<file path="config.mk">
export PLATFORM = sky130hd
export DESIGN_NAME = radar_pixel_recolor_crop
export DESIGN_NICKNAME = d
export VERILOG_FILES = /design/src/hdl/rpc_pkg.sv /design/src/hdl/rpc_fifo.sv /design/src/hdl/rpc_front.sv /design/src/hdl/rpc_back.sv /design/src/hdl/radar_pixel_recolor_crop.sv
export SDC_FILE = /design/constraint.sdc
export NUM_CORES = 2
export LEC_CHECK = 0
export BUFFER_PORTS_ARGS = -buffer_cell sky130_fd_sc_hd__buf_2
export CAP_MARGIN = 0
export CORE_MARGIN = 5
export CORE_UTILIZATION = 25
export DETAILED_ROUTE_END_ITERATION = 8
export SLEW_MARGIN = 20
export SYNTH_ARGS = -nofsm -noshare
export SYNTH_HDL_FRONTEND = slang
export SYNTH_SLANG_ARGS = --single-unit
</file>
<file path="constraint.sdc">
create_clock -name clk -period 7.06 [get_ports clk]
set_input_delay 1.412 -clock clk [delete_from_list [all_inputs] [get_ports clk]]
set_output_delay 1.412 -clock clk [all_outputs]
set_load 0.02 [all_outputs]
</file>
<file path="src/hdl/rpc_pkg.sv">
package rpc_pkg;

  localparam int SOURCE_SIZE_DEF = 512;
  localparam int OUT_SIZE_DEF    = 480;

  localparam int COORD_W     = 9;
  localparam int CHAN_W      = 8;
  localparam int COLOR_W     = 16;
  localparam int ADDR_W      = 18;
  localparam int SRC_CNT_W   = 19;
  localparam int DRAWN_CNT_W = 18;
  localparam int BOX_W       = 10;
  localparam int LEAST_W     = 11;
  localparam int IDX_W       = 3;
  localparam int TAB_DEPTH   = 256;

  localparam int MID_DEPTH = 4;
  localparam int OUT_DEPTH = 2;

  typedef logic [IDX_W-1:0] rpc_idx_tab_t [TAB_DEPTH];

  typedef struct packed {
    logic                   frame_start;
    logic                   nonzero;
    logic [COORD_W-1:0]     col;
    logic [COORD_W-1:0]     row;
    logic                   enable;
    logic [ADDR_W-1:0]      addr;
    logic [COLOR_W-1:0]     written;
  } rpc_item_t;

  typedef struct packed {
    logic                    enable;
    logic [ADDR_W-1:0]       addr;
    logic [COLOR_W-1:0]      color;
    logic [SRC_CNT_W-1:0]    source_count;
    logic [DRAWN_CNT_W-1:0]  drawn_count;
    logic [BOX_W-1:0]        box_min_x;
    logic [BOX_W-1:0]        box_min_y;
    logic signed [BOX_W-1:0] box_max_x;
    logic signed [BOX_W-1:0] box_max_y;
  } rpc_result_t;

  function automatic logic [COLOR_W-1:0] pack565(int r, int g, int b);
    return COLOR_W'(((r >> 3) << 11) | ((g >> 2) << 5) | (b >> 3));
  endfunction

  localparam logic [COLOR_W-1:0] PALETTE [16] = '{
    pack565(8'h6E, 8'hFF, 8'h6E), pack565(8'h35, 8'hFF, 8'h35),
    pack565(8'h02, 8'hFD, 8'h02), pack565(8'h01, 8'hE1, 8'h01),
    pack565(8'h01, 8'hC5, 8'h01), pack565(8'h00, 8'hAC, 8'h00),
    pack565(8'h00, 8'h9A, 8'h00), pack565(8'h00, 8'h8E, 8'h00),
    pack565(8'hFD, 8'hF8, 8'h02), pack565(8'hF2, 8'hD8, 8'h00),
    pack565(8'hE5, 8'hBC, 8'h00), pack565(8'hFD, 8'h95, 8'h00),
    pack565(8'hFD, 8'h60, 8'h00), pack565(8'hFD, 8'h00, 8'h00),
    pack565(8'hBC, 8'h00, 8'h00), pack565(8'hF8, 8'h00, 8'hFD)
  };

  localparam logic [COLOR_W-1:0] TRACE_COLOR = pack565(8'h1E, 8'h46, 8'h20);
  localparam logic [COLOR_W-1:0] MAGENTA_COLOR = pack565(8'hF8, 8'h00, 8'hFD);

  function automatic int clamp_t(int t);
    int v;
    v = t;
    if (v < 0) v = 0;
    if (v > 1000) v = 1000;
    return v;
  endfunction

  // ramp position to palette index, per source channel value
  function automatic rpc_idx_tab_t build_warm_g();
    rpc_idx_tab_t tab;
    int t;
    for (int i = 0; i < TAB_DEPTH; i++) begin
      t = clamp_t(((238 - i) * 665) / 238);
      tab[i] = IDX_W'((t * 8) / 1001);
    end
    return tab;
  endfunction

  function automatic rpc_idx_tab_t build_warm_r();
    rpc_idx_tab_t tab;
    int t;
    for (int i = 0; i < TAB_DEPTH; i++) begin
      t = clamp_t(665 + ((255 - i) * 335) / 162);
      tab[i] = IDX_W'((t * 8) / 1001);
    end
    return tab;
  endfunction

  function automatic rpc_idx_tab_t build_cool_g();
    rpc_idx_tab_t tab;
    int t;
    for (int i = 0; i < TAB_DEPTH; i++) begin
      t = clamp_t(((221 - i) * 1000) / 150);
      tab[i] = IDX_W'((t * 8) / 1001);
    end
    return tab;
  endfunction

  localparam rpc_idx_tab_t WARM_G_TAB = build_warm_g();
  localparam rpc_idx_tab_t WARM_R_TAB = build_warm_r();
  localparam rpc_idx_tab_t COOL_G_TAB = build_cool_g();

endpackage

</file>
<file path="src/hdl/rpc_fifo.sv">
module rpc_fifo #(
  parameter int WIDTH = 1,
  parameter int DEPTH = 2
) (
  input  logic             clk,
  input  logic             rst_n,
  input  logic             push,
  input  logic [WIDTH-1:0] wr_data,
  output logic             full,
  input  logic             pop,
  output logic [WIDTH-1:0] rd_data,
  output logic             empty
);

  localparam int PW = (DEPTH > 1) ? $clog2(DEPTH) : 1;
  localparam int CW = $clog2(DEPTH + 1);

  logic [WIDTH-1:0] mem_r [DEPTH];
  logic [PW-1:0]    wr_ptr_r, wr_ptr_nxt;
  logic [PW-1:0]    rd_ptr_r, rd_ptr_nxt;
  logic [CW-1:0]    cnt_r, cnt_nxt;
  logic             push_ok, pop_ok;

  assign full    = (cnt_r == CW'(DEPTH));
  assign empty   = (cnt_r == '0);
  assign push_ok = push && !full;
  assign pop_ok  = pop && !empty;
  assign rd_data = mem_r[rd_ptr_r];

  always_comb begin
    wr_ptr_nxt = wr_ptr_r;
    rd_ptr_nxt = rd_ptr_r;
    if (push_ok) begin
      wr_ptr_nxt = (wr_ptr_r == PW'(DEPTH - 1)) ? '0 : wr_ptr_r + 1'b1;
    end
    if (pop_ok) begin
      rd_ptr_nxt = (rd_ptr_r == PW'(DEPTH - 1)) ? '0 : rd_ptr_r + 1'b1;
    end
    case ({push_ok, pop_ok})
      2'b10:   cnt_nxt = cnt_r + 1'b1;
      2'b01:   cnt_nxt = cnt_r - 1'b1;
      default: cnt_nxt = cnt_r;
    endcase
  end

  always_ff @(posedge clk) begin
    if (!rst_n) begin
      wr_ptr_r <= '0;
      rd_ptr_r <= '0;
      cnt_r    <= '0;
    end else begin
      wr_ptr_r <= wr_ptr_nxt;
      rd_ptr_r <= rd_ptr_nxt;
      cnt_r    <= cnt_nxt;
    end
  end

  always_ff @(posedge clk) begin
    if (push_ok) begin
      mem_r[wr_ptr_r] <= wr_data;
    end
  end

  a_cnt_bound: assert property (@(posedge clk) disable iff (!rst_n)
    cnt_r <= CW'(DEPTH))
    else $error("queue occupancy beyond depth");

endmodule

</file>
<file path="src/hdl/rpc_front.sv">
module rpc_front #(
  parameter int SOURCE_SIZE = rpc_pkg::SOURCE_SIZE_DEF,
  parameter int OUT_SIZE    = rpc_pkg::OUT_SIZE_DEF
) (
  input  logic                           clk,
  input  logic                           rst_n,
  input  logic                           cfg_valid,
  output logic                           cfg_ready,
  input  logic                           cfg_source_format,
  input  logic                           in_push,
  output logic                           in_full,
  input  logic                           in_frame_start,
  input  logic [rpc_pkg::CHAN_W-1:0]     in_red,
  input  logic [rpc_pkg::CHAN_W-1:0]     in_green,
  input  logic [rpc_pkg::CHAN_W-1:0]     in_blue,
  input  logic [rpc_pkg::CHAN_W-1:0]     in_alpha,
  input  logic [rpc_pkg::COLOR_W-1:0]    in_packed_565,
  input  logic [rpc_pkg::COORD_W-1:0]    in_column,
  input  logic [rpc_pkg::COORD_W-1:0]    in_row,
  output logic                           item_valid,
  output rpc_pkg::rpc_item_t             item,
  input  logic                           item_full
);

  localparam int CROP = (SOURCE_SIZE - OUT_SIZE) / 2;
  localparam int CTR  = OUT_SIZE / 2;
  localparam int R2   = (CTR - 2) * (CTR - 2);
  localparam int OXW  = $clog2(OUT_SIZE);
  localparam int SQW  = 2 * OXW;
  localparam int AW   = (SQW > rpc_pkg::ADDR_W) ? SQW : rpc_pkg::ADDR_W;
  localparam int GW   = 12;

  localparam logic signed [GW-1:0] CROP_S = GW'(CROP);
  localparam logic signed [GW-1:0] OUT_S  = GW'(OUT_SIZE);
  localparam logic signed [OXW:0]  CTR_S  = (OXW + 1)'(CTR);

  logic fmt_r, fmt_nxt;
  logic adv;

  // stage 1 inputs
  logic [rpc_pkg::CHAN_W-1:0]  r, g, b, hi, lo;
  logic                        blank, warm;
  logic [rpc_pkg::COLOR_W-1:0] s1_color_nxt;
  logic signed [GW-1:0]        ox_s, oy_s;
  logic                        s1_inwin_nxt;
  logic [OXW-1:0]              s1_ox_nxt, s1_oy_nxt;
  logic signed [OXW:0]         s1_dx_nxt, s1_dy_nxt;

  logic                        s1_v_r, s1_v_nxt;
  logic [rpc_pkg::COLOR_W-1:0] s1_color_r;
  logic                        s1_fs_r, s1_inwin_r;
  logic [rpc_pkg::COORD_W-1:0] s1_col_r, s1_row_r;
  logic [OXW-1:0]              s1_ox_r, s1_oy_r;
  logic signed [OXW:0]         s1_dx_r, s1_dy_r;

  // stage 2
  logic [AW-1:0]               s2_prod_nxt;
  logic signed [2*OXW+1:0]     px, py;
  logic [SQW-1:0]              s2_sqx_nxt, s2_sqy_nxt;

  logic                        s2_v_r, s2_v_nxt;
  logic [rpc_pkg::COLOR_W-1:0] s2_color_r;
  logic                        s2_fs_r, s2_inwin_r;
  logic [rpc_pkg::COORD_W-1:0] s2_col_r, s2_row_r;
  logic [OXW-1:0]              s2_ox_r;
  logic [AW-1:0]               s2_prod_r;
  logic [SQW-1:0]              s2_sqx_r, s2_sqy_r;

  // stage 3
  logic [SQW:0]                rad_sq;
  logic [AW-1:0]               addr_full;
  rpc_pkg::rpc_item_t          s3_item_nxt, s3_item_r;
  logic                        s3_v_r, s3_v_nxt;

  assign cfg_ready  = 1'b1;
  assign adv        = !(s3_v_r && item_full);
  assign in_full    = !adv;
  assign item_valid = s3_v_r;
  assign item       = s3_item_r;

  assign fmt_nxt = (cfg_valid && cfg_ready) ? cfg_source_format : fmt_r;

  always_comb begin
    if (fmt_r) begin
      r     = {in_packed_565[15:11], 3'b000};
      g     = {in_packed_565[10:5], 2'b00};
      b     = {in_packed_565[4:0], 3'b000};
      blank = (in_packed_565 == '0);
    end else begin
      r     = in_red;
      g     = in_green;
      b     = in_blue;
      blank = (in_alpha < 8'd8);
    end
    hi = (r > g) ? r : g;
    if (b > hi) hi = b;
    lo = (r < g) ? r : g;
    if (b < lo) lo = b;
    warm = (r >= 8'd100) && ({1'b0, r} > {1'b0, b} + 9'd40);

    if (blank || (r < 8'd8 && g < 8'd8 && b < 8'd8)) begin
      s1_color_nxt = '0;
    end else if ((hi - lo) < 8'd70 && hi > 8'd60) begin
      s1_color_nxt = rpc_pkg::TRACE_COLOR;
    end else if (r > 8'd200 && b > 8'd200) begin
      s1_color_nxt = rpc_pkg::MAGENTA_COLOR;
    end else if (warm) begin
      if (g >= 8'd8) begin
        s1_color_nxt = rpc_pkg::PALETTE[{1'b1, rpc_pkg::WARM_G_TAB[g]}];
      end else begin
        s1_color_nxt = rpc_pkg::PALETTE[{1'b1, rpc_pkg::WARM_R_TAB[r]}];
      end
    end else begin
      s1_color_nxt = rpc_pkg::PALETTE[{1'b0, rpc_pkg::COOL_G_TAB[g]}];
    end
  end

  always_comb begin
    ox_s = $signed({3'b000, in_column}) - CROP_S;
    oy_s = $signed({3'b000, in_row}) - CROP_S;
    s1_inwin_nxt = !ox_s[GW-1] && (ox_s < OUT_S) && !oy_s[GW-1] && (oy_s < OUT_S);
    s1_ox_nxt = ox_s[OXW-1:0];
    s1_oy_nxt = oy_s[OXW-1:0];
    s1_dx_nxt = $signed({1'b0, s1_ox_nxt}) - CTR_S;
    s1_dy_nxt = $signed({1'b0, s1_oy_nxt}) - CTR_S;
  end

  always_comb begin
    s2_prod_nxt = AW'(s1_oy_r) * AW'(OUT_SIZE);
    px          = s1_dx_r * s1_dx_r;
    py          = s1_dy_r * s1_dy_r;
    s2_sqx_nxt  = px[SQW-1:0];
    s2_sqy_nxt  = py[SQW-1:0];
  end

  always_comb begin
    rad_sq    = {1'b0, s2_sqx_r} + {1'b0, s2_sqy_r};
    addr_full = s2_prod_r + AW'(s2_ox_r);
    s3_item_nxt.frame_start = s2_fs_r;
    s3_item_nxt.nonzero     = (s2_color_r != '0);
    s3_item_nxt.col         = s2_col_r;
    s3_item_nxt.row         = s2_row_r;
    s3_item_nxt.enable      = s2_inwin_r;
    s3_item_nxt.addr        = s2_inwin_r ? addr_full[rpc_pkg::ADDR_W-1:0] : '0;
    s3_item_nxt.written     = (s2_inwin_r && rad_sq <= (SQW + 1)'(R2)) ? s2_color_r : '0;
  end

  assign s1_v_nxt = adv ? (in_push && !in_full) : s1_v_r;
  assign s2_v_nxt = adv ? s1_v_r : s2_v_r;
  assign s3_v_nxt = adv ? s2_v_r : s3_v_r;

  always_ff @(posedge clk) begin
    if (!rst_n) begin
      fmt_r  <= 1'b0;
      s1_v_r <= 1'b0;
      s2_v_r <= 1'b0;
      s3_v_r <= 1'b0;
    end else begin
      fmt_r  <= fmt_nxt;
      s1_v_r <= s1_v_nxt;
      s2_v_r <= s2_v_nxt;
      s3_v_r <= s3_v_nxt;
    end
  end

  always_ff @(posedge clk) begin
    if (adv) begin
      s1_color_r <= s1_color_nxt;
      s1_fs_r    <= in_frame_start;
      s1_col_r   <= in_column;
      s1_row_r   <= in_row;
      s1_inwin_r <= s1_inwin_nxt;
      s1_ox_r    <= s1_ox_nxt;
      s1_oy_r    <= s1_oy_nxt;
      s1_dx_r    <= s1_dx_nxt;
      s1_dy_r    <= s1_dy_nxt;

      s2_color_r <= s1_color_r;
      s2_fs_r    <= s1_fs_r;
      s2_col_r   <= s1_col_r;
      s2_row_r   <= s1_row_r;
      s2_inwin_r <= s1_inwin_r;
      s2_ox_r    <= s1_ox_r;
      s2_prod_r  <= s2_prod_nxt;
      s2_sqx_r   <= s2_sqx_nxt;
      s2_sqy_r   <= s2_sqy_nxt;

      s3_item_r  <= s3_item_nxt;
    end
  end

  a_write_in_window: assert property (@(posedge clk) disable iff (!rst_n)
    s3_v_r && (s3_item_r.written != '0) |-> s3_item_r.enable && s3_item_r.nonzero)
    else $error("pixel drawn outside crop window");

endmodule

</file>
<file path="src/hdl/rpc_back.sv">
module rpc_back #(
  parameter int SOURCE_SIZE = rpc_pkg::SOURCE_SIZE_DEF
) (
  input  logic                 clk,
  input  logic                 rst_n,
  input  logic                 mid_empty,
  input  rpc_pkg::rpc_item_t   mid_item,
  output logic                 mid_pop,
  input  logic                 res_full,
  output logic                 res_push,
  output rpc_pkg::rpc_result_t res
);

  localparam int SCW = rpc_pkg::SRC_CNT_W;
  localparam int DCW = rpc_pkg::DRAWN_CNT_W;
  localparam int LW  = rpc_pkg::LEAST_W;
  localparam int BW  = rpc_pkg::BOX_W;

  logic take;

  logic [SCW-1:0]       src_cnt_r, src_cnt_nxt, src_base;
  logic [DCW-1:0]       drawn_cnt_r, drawn_cnt_nxt, drawn_base;
  logic [LW-1:0]        least_x_r, least_x_nxt, least_x_base;
  logic [LW-1:0]        least_y_r, least_y_nxt, least_y_base;
  logic signed [BW-1:0] great_x_r, great_x_nxt, great_x_base;
  logic signed [BW-1:0] great_y_r, great_y_nxt, great_y_base;
  logic [LW-1:0]        col_u, row_u;
  logic signed [BW-1:0] col_s, row_s;

  assign take     = !mid_empty && !res_full;
  assign mid_pop  = take;
  assign res_push = take;

  always_comb begin
    if (mid_item.frame_start) begin
      src_base     = '0;
      drawn_base   = '0;
      least_x_base = LW'(SOURCE_SIZE);
      least_y_base = LW'(SOURCE_SIZE);
      great_x_base = '1;
      great_y_base = '1;
    end else begin
      src_base     = src_cnt_r;
      drawn_base   = drawn_cnt_r;
      least_x_base = least_x_r;
      least_y_base = least_y_r;
      great_x_base = great_x_r;
      great_y_base = great_y_r;
    end

    col_u = LW'(mid_item.col);
    row_u = LW'(mid_item.row);
    col_s = $signed({1'b0, mid_item.col});
    row_s = $signed({1'b0, mid_item.row});

    src_cnt_nxt   = src_base;
    drawn_cnt_nxt = drawn_base;
    least_x_nxt   = least_x_base;
    least_y_nxt   = least_y_base;
    great_x_nxt   = great_x_base;
    great_y_nxt   = great_y_base;

    if (mid_item.nonzero) begin
      if (src_base != '1) src_cnt_nxt = src_base + 1'b1;
      if (col_u < least_x_base) least_x_nxt = col_u;
      if (row_u < least_y_base) least_y_nxt = row_u;
      if (col_s > great_x_base) great_x_nxt = col_s;
      if (row_s > great_y_base) great_y_nxt = row_s;
    end
    if (mid_item.written != '0 && drawn_base != '1) begin
      drawn_cnt_nxt = drawn_base + 1'b1;
    end

    res.enable       = mid_item.enable;
    res.addr         = mid_item.addr;
    res.color        = mid_item.written;
    res.source_count = src_cnt_nxt;
    res.drawn_count  = drawn_cnt_nxt;
    res.box_min_x    = least_x_nxt[BW-1:0];
    res.box_min_y    = least_y_nxt[BW-1:0];
    res.box_max_x    = great_x_nxt;
    res.box_max_y    = great_y_nxt;
  end

  always_ff @(posedge clk) begin
    if (!rst_n) begin
      src_cnt_r   <= '0;
      drawn_cnt_r <= '0;
      least_x_r   <= LW'(SOURCE_SIZE);
      least_y_r   <= LW'(SOURCE_SIZE);
      great_x_r   <= '1;
      great_y_r   <= '1;
    end else if (take) begin
      src_cnt_r   <= src_cnt_nxt;
      drawn_cnt_r <= drawn_cnt_nxt;
      least_x_r   <= least_x_nxt;
      least_y_r   <= least_y_nxt;
      great_x_r   <= great_x_nxt;
      great_y_r   <= great_y_nxt;
    end
  end

  a_drawn_le_src: assert property (@(posedge clk) disable iff (!rst_n)
    {1'b0, drawn_cnt_r} <= src_cnt_r)
    else $error("drawn count ahead of source count");

  a_frame_clear: assert property (@(posedge clk) disable iff (!rst_n)
    take && mid_item.frame_start && !mid_item.nonzero
      |=> src_cnt_r == '0 && great_x_r == '1 && great_y_r == '1)
    else $error("frame start did not clear state");

  a_box_set: assert property (@(posedge clk) disable iff (!rst_n)
    take && mid_item.nonzero |=> !great_x_r[BW-1] && !great_y_r[BW-1] && src_cnt_r != '0)
    else $error("bounding box not updated by nonzero pixel");

endmodule

</file>
<file path="src/hdl/radar_pixel_recolor_crop.sv">
// Radar pixel recolor and crop.
// Input channel: present one source pixel with in_push; it is taken on a clock
// edge where in_push is high and in_full is low. cfg_source_format picks the
// RGBA fields (0) or in_packed_565 (1); write it through cfg_valid/cfg_ready
// (always ready) while no pixel is in flight.
// Result channel: while out_empty is low the oldest result is on the out_
// ports; out_pop takes it. One result comes back for every pixel, in order.
// Path: a pixel passes the three front stages (recolor and geometry), the
// queue between front and back, and the counter update in the back, which
// writes the result queue that drives the out_ ports.
// Throughput: one pixel per cycle through the front pipeline and the counter
// update while nothing stalls; both queues move one transaction a cycle.
// Reset: counters clear, bounding box goes to none, format returns to RGBA,
// all queues empty. No clearing pass is needed.
// Stall: when out_pop stays low the two-entry result queue fills, then the
// four-entry queue between front and back, then the front pipeline holds and
// in_full rises; nothing is dropped.
module radar_pixel_recolor_crop #(
  parameter int SOURCE_SIZE = rpc_pkg::SOURCE_SIZE_DEF,
  parameter int OUT_SIZE    = rpc_pkg::OUT_SIZE_DEF
) (
  input  logic                                 clk,
  input  logic                                 rst_n,
  input  logic                                 cfg_valid,
  output logic                                 cfg_ready,
  input  logic                                 cfg_source_format,
  input  logic                                 in_push,
  output logic                                 in_full,
  input  logic                                 in_frame_start,
  input  logic [rpc_pkg::CHAN_W-1:0]           in_red,
  input  logic [rpc_pkg::CHAN_W-1:0]           in_green,
  input  logic [rpc_pkg::CHAN_W-1:0]           in_blue,
  input  logic [rpc_pkg::CHAN_W-1:0]           in_alpha,
  input  logic [rpc_pkg::COLOR_W-1:0]          in_packed_565,
  input  logic [rpc_pkg::COORD_W-1:0]          in_column,
  input  logic [rpc_pkg::COORD_W-1:0]          in_row,
  input  logic                                 out_pop,
  output logic                                 out_empty,
  output logic                                 out_write_enable,
  output logic [rpc_pkg::ADDR_W-1:0]           out_write_address,
  output logic [rpc_pkg::COLOR_W-1:0]          out_color,
  output logic [rpc_pkg::SRC_CNT_W-1:0]        out_source_count,
  output logic [rpc_pkg::DRAWN_CNT_W-1:0]      out_drawn_count,
  output logic [rpc_pkg::BOX_W-1:0]            out_box_min_x,
  output logic [rpc_pkg::BOX_W-1:0]            out_box_min_y,
  output logic signed [rpc_pkg::BOX_W-1:0]     out_box_max_x,
  output logic signed [rpc_pkg::BOX_W-1:0]     out_box_max_y
);

  localparam int ITEM_W = $bits(rpc_pkg::rpc_item_t);
  localparam int RES_W  = $bits(rpc_pkg::rpc_result_t);

  logic                 front_valid, mid_full, mid_empty, mid_pop;
  rpc_pkg::rpc_item_t   front_item, mid_item;
  logic                 res_full, res_push;
  rpc_pkg::rpc_result_t res_in, res_out;

  rpc_front #(
    .SOURCE_SIZE (SOURCE_SIZE),
    .OUT_SIZE    (OUT_SIZE)
  ) u_front (
    .clk               (clk),
    .rst_n             (rst_n),
    .cfg_valid         (cfg_valid),
    .cfg_ready         (cfg_ready),
    .cfg_source_format (cfg_source_format),
    .in_push           (in_push),
    .in_full           (in_full),
    .in_frame_start    (in_frame_start),
    .in_red            (in_red),
    .in_green          (in_green),
    .in_blue           (in_blue),
    .in_alpha          (in_alpha),
    .in_packed_565     (in_packed_565),
    .in_column         (in_column),
    .in_row            (in_row),
    .item_valid        (front_valid),
    .item              (front_item),
    .item_full         (mid_full)
  );

  rpc_fifo #(
    .WIDTH (ITEM_W),
    .DEPTH (rpc_pkg::MID_DEPTH)
  ) u_mid_q (
    .clk     (clk),
    .rst_n   (rst_n),
    .push    (front_valid),
    .wr_data (front_item),
    .full    (mid_full),
    .pop     (mid_pop),
    .rd_data (mid_item),
    .empty   (mid_empty)
  );

  rpc_back #(
    .SOURCE_SIZE (SOURCE_SIZE)
  ) u_back (
    .clk       (clk),
    .rst_n     (rst_n),
    .mid_empty (mid_empty),
    .mid_item  (mid_item),
    .mid_pop   (mid_pop),
    .res_full  (res_full),
    .res_push  (res_push),
    .res       (res_in)
  );

  rpc_fifo #(
    .WIDTH (RES_W),
    .DEPTH (rpc_pkg::OUT_DEPTH)
  ) u_out_q (
    .clk     (clk),
    .rst_n   (rst_n),
    .push    (res_push),
    .wr_data (res_in),
    .full    (res_full),
    .pop     (out_pop),
    .rd_data (res_out),
    .empty   (out_empty)
  );

  assign out_write_enable  = res_out.enable;
  assign out_write_address = res_out.addr;
  assign out_color         = res_out.color;
  assign out_source_count  = res_out.source_count;
  assign out_drawn_count   = res_out.drawn_count;
  assign out_box_min_x     = res_out.box_min_x;
  assign out_box_min_y     = res_out.box_min_y;
  assign out_box_max_x     = res_out.box_max_x;
  assign out_box_max_y     = res_out.box_max_y;

endmodule

</file>
==> qor.yml <==
place:
  gp_congestion: 0.840
  placedCellCount: 5161
  port_buffers: 183
  place_hpwl_um: 60400
yosys:
  synth_xor_area_frac: 0.0315
  synth_fa_ha_area_frac: 0.151
  synth_compound_area_frac: 0.0695
  synth_top_family_by_area: "adder cells"
  yosys.cell_count.top_type: "edfxtp_1"
  synth_top_area_frac: 0.491
  seq_area_frac_synth: 0.541
  synthTopCellsByArea: "edfxtp_1 49%, fa_1 8.3%, ha_1 6.8%"
  synthArstFlopShare: 0
  synth_nets: 3396
  synth_commonest_cells: "631 x edfxtp_1, 267 x inv_1, 209 x ha_1"
  yosys.area.top_type: "edfxtp_1"
  synth-seq-cells: 728
  syn_area_mm2: 0.0386
  synth-simple-area-share: 0.0918
  ys_warn_count: 0
  postSynthAreaPerCell_um2: 13.1
  synth_cells: 2953
  synth_edf_count: 631
  yosysUniqueCellTypes: 85
  ys.flop_type: "edfxtp_1"
  synthMuxAreaShare: 0.0766
die:
  core_mm2: 0.154
  io-pin-count: 188
  die-area_mm2: 0.162
  die_w_um: 403
  die_h_um: 403
  rows: 144
  start_util: 0.251
routing:
  dr.first_iter.drc_count: 1225
  antenna_left: 0
  vias: 23200
  wire_per_inst_um: 16.0
  drc: 0
  firstDrtPassIters: 5
  vias_per_cell: 4.37
  routed_wl_um: 84900
clock_tree:
  clkLatencyLatePin_ps: 640
  root_buffer: "clkbuf_16"
  hold_buffers: 0
  htreeDepth: 3
  numCtsBuffers: 77
  clk_pin_slew_ps: 60
  clock_sinks: 728
  clock_path_buffers: 3
  cts_tree: "yes"
cells_and_area:
  multi_input_area_mm2: 0.0164
  layout.area.seq_mm2: 0.0209
  fillCellCount: 15600
  drive_gt1_frac: 0.189
  fin_nets: 3640
  area_delta_synth_final_pct: 16.3
  layout.cells.non_filler: 5305
pwr:
  power.density_mw_per_mm2: 443
  vdd_drop_max_mv: 0.343
  power_mw: 19.9
  p_leak_nw: 17.3
global_route:
  grt-ovfl-total: 0
  antenna_found_initial: 15
  first_global_vias: 24100
  grt_max_degree: 123
  grt_pass1_wl_um: 135000
  gr-usage-all-layers: 0.104
critical_path:
  arrival_ps: 7010
  cp.required_ps: 7440
  cp_slowest_stage_delay_ps: 410
  crit_path_start_kind: "input port"
  cp_slowest_cell: "or3_4"
  cp_common_cell: "inv_1"
  end_kind: "register"
  crit_type: "input port to register"
  crit_fanout: 4
timing:
  hold_viol: 0
  setup_viol: 0
  fmax_mhz: 151
  min_period_over_period: 0.939
  max_slew_margin: 0.294
  worstMarginPinSlew_ps: 1060
  fin_crit_ps: 6630
  finClkSkew_ps: 31.8
  timing.final.max_slew_violations: 0
flow_run:
  max-cap-violations: 0
run_status:
  outcome: "finished clean"
min_path:
  min_path_type: "register to register"
-- kinds of logic after synthesis --
logic type,count (synthesis)
adders and majority gates,371
and+or+nand+nor,721
buffers and inverters,375
AOI/OAI and AO/OA,407
muxes,212
DFF,728
other,1
xor gates and xnor gates,138
-- critical path, delay by kind of cell --
family | cells | cell delay, ps
simple gates | 3 | 650
mux | 4 | 820
xor+xnor | 1 | 130
fa+ha+maj | 3 | 1010
compound gates | 12 | 2610
buf+inv | 4 | 340
-- where the power goes --
group	switching [mW]	internal, mW
sequential	0.479	6.25
clock	1.69	2.30
combinational	5.24	3.95
total	7.41	12.5
-- what timing repair did --
item                                    in CTS  in global routing
gates resized for setup                      0                 14
endpoints found under the setup margin       0                 15
buffers inserted                             0                  1
-- stage by stage --
stage	setup TNS, ps	util	area [um^2]	hold slack (ps)	setup slack [ps]
2_1_floorplan	0	-	38700	400	0.276
3_3_place_gp	-3090	0.275	42400	402	-247
3_5_place_dp	-4190	0.275	42400	405	-327
4_1_cts	0	0.291	44800	416	333
5_1_grt	-84.9	0.292	44900	423	-21.9
6_report	0	0.292	44900	415	429
-- sequential cells by signal, summed over array words and instances (netlist names), 12 cells and up, named ones only --
register,flops
u_back.drawn_cnt_r,18
u_back.src_cnt_r,19
u_front.item,54
u_front.s1_color_r,15
u_front.s2_color_r,15
u_front.s2_prod_r,12
u_front.s2_sqx_r,17
u_front.s2_sqy_r,17
u_mid_q.mem_r,216
u_out_q.mem_r,222
-- final timing paths --
check                                       from                                  end  slack, ps  cells after the start
max reg2reg           u_front.fmt_r$_SDFFE_PN0P_  u_front.s1_color_r[1]$_SDFFCE_PP0N_        660                     27
min          u_front.s1_color_r[5]$_SDFFCE_PP0N_      u_front.s2_color_r[5]$_DFFE_PN_        420                      0
min reg2reg  u_front.s1_color_r[5]$_SDFFCE_PP0N_      u_front.s2_color_r[5]$_DFFE_PN_        420                      0
max                            in_packed_565[15]  u_front.s1_color_r[1]$_SDFFCE_PP0N_        430                     27
-- routing by layer --
metal	up-vias	wire (um)	GRT usage
li1	11100	-	-
met1	11600	37800	0.135
met2	422	41300	0.179
met3	126	3910	0.0183
met4	6	1860	0.0296
met5	-	41	0
-- area by class of cell --
type | count | share of cell area
Antenna cell | 4 | 0.000223
Clock inverter | 39 | 0.00905
Sequential cell | 728 | 0.465
Timing Repair Buffer | 269 | 0.0348
Inverter | 271 | 0.0228
Multi-Input combinational cell | 1850 | 0.365
Tap cell | 2044 | 0.0569
Clock buffer | 100 | 0.0460
-- layout by cell type, fill, tap and decap left out, types with 14 or more instances in the layout --
| master | netlist | routed |
|---|---|---|
| a21o_1 | 26 | 26 |
| mux2i_1 | 29 | 24 |
| clkbuf_1 | 73 | 19 |
| buf_2 | 13 | 183 |
| mux4_2 | 52 | 52 |
| inv_1 | 267 | 266 |
| and3_1 | 24 | 20 |
| o21a_1 | 24 | 24 |
| nand2b_1 | 25 | 25 |
| dfxtp_1 | 97 | 94 |
| fa_1 | 161 | 161 |
| a21oi_1 | 107 | 103 |
| xor2_1 | 51 | 51 |
| nor4_1 | 15 | 14 |
| clkbuf_16 | 0 | 78 |
| a22o_1 | 19 | 19 |
| mux2_2 | 127 | 127 |
| nand2_1 | 207 | 207 |
| nor3b_1 | 19 | 19 |
| o21bai_1 | 24 | 23 |
| nor3_1 | 31 | 31 |
| o311ai_0 | 18 | 18 |
| o21ai_0 | 82 | 79 |
| ha_1 | 209 | 209 |
| nor2_1 | 182 | 181 |
| edfxtp_1 | 631 | 631 |
| buf_4 | 3 | 86 |
| nand4_1 | 15 | 15 |
| and2_1 | 103 | 102 |
| xnor2_1 | 86 | 86 |
| nor2b_1 | 35 | 35 |
| nand3_1 | 29 | 29 |
| a21boi_0 | 18 | 16 |
Note: power is estimated with default switching activity, not from simulation.
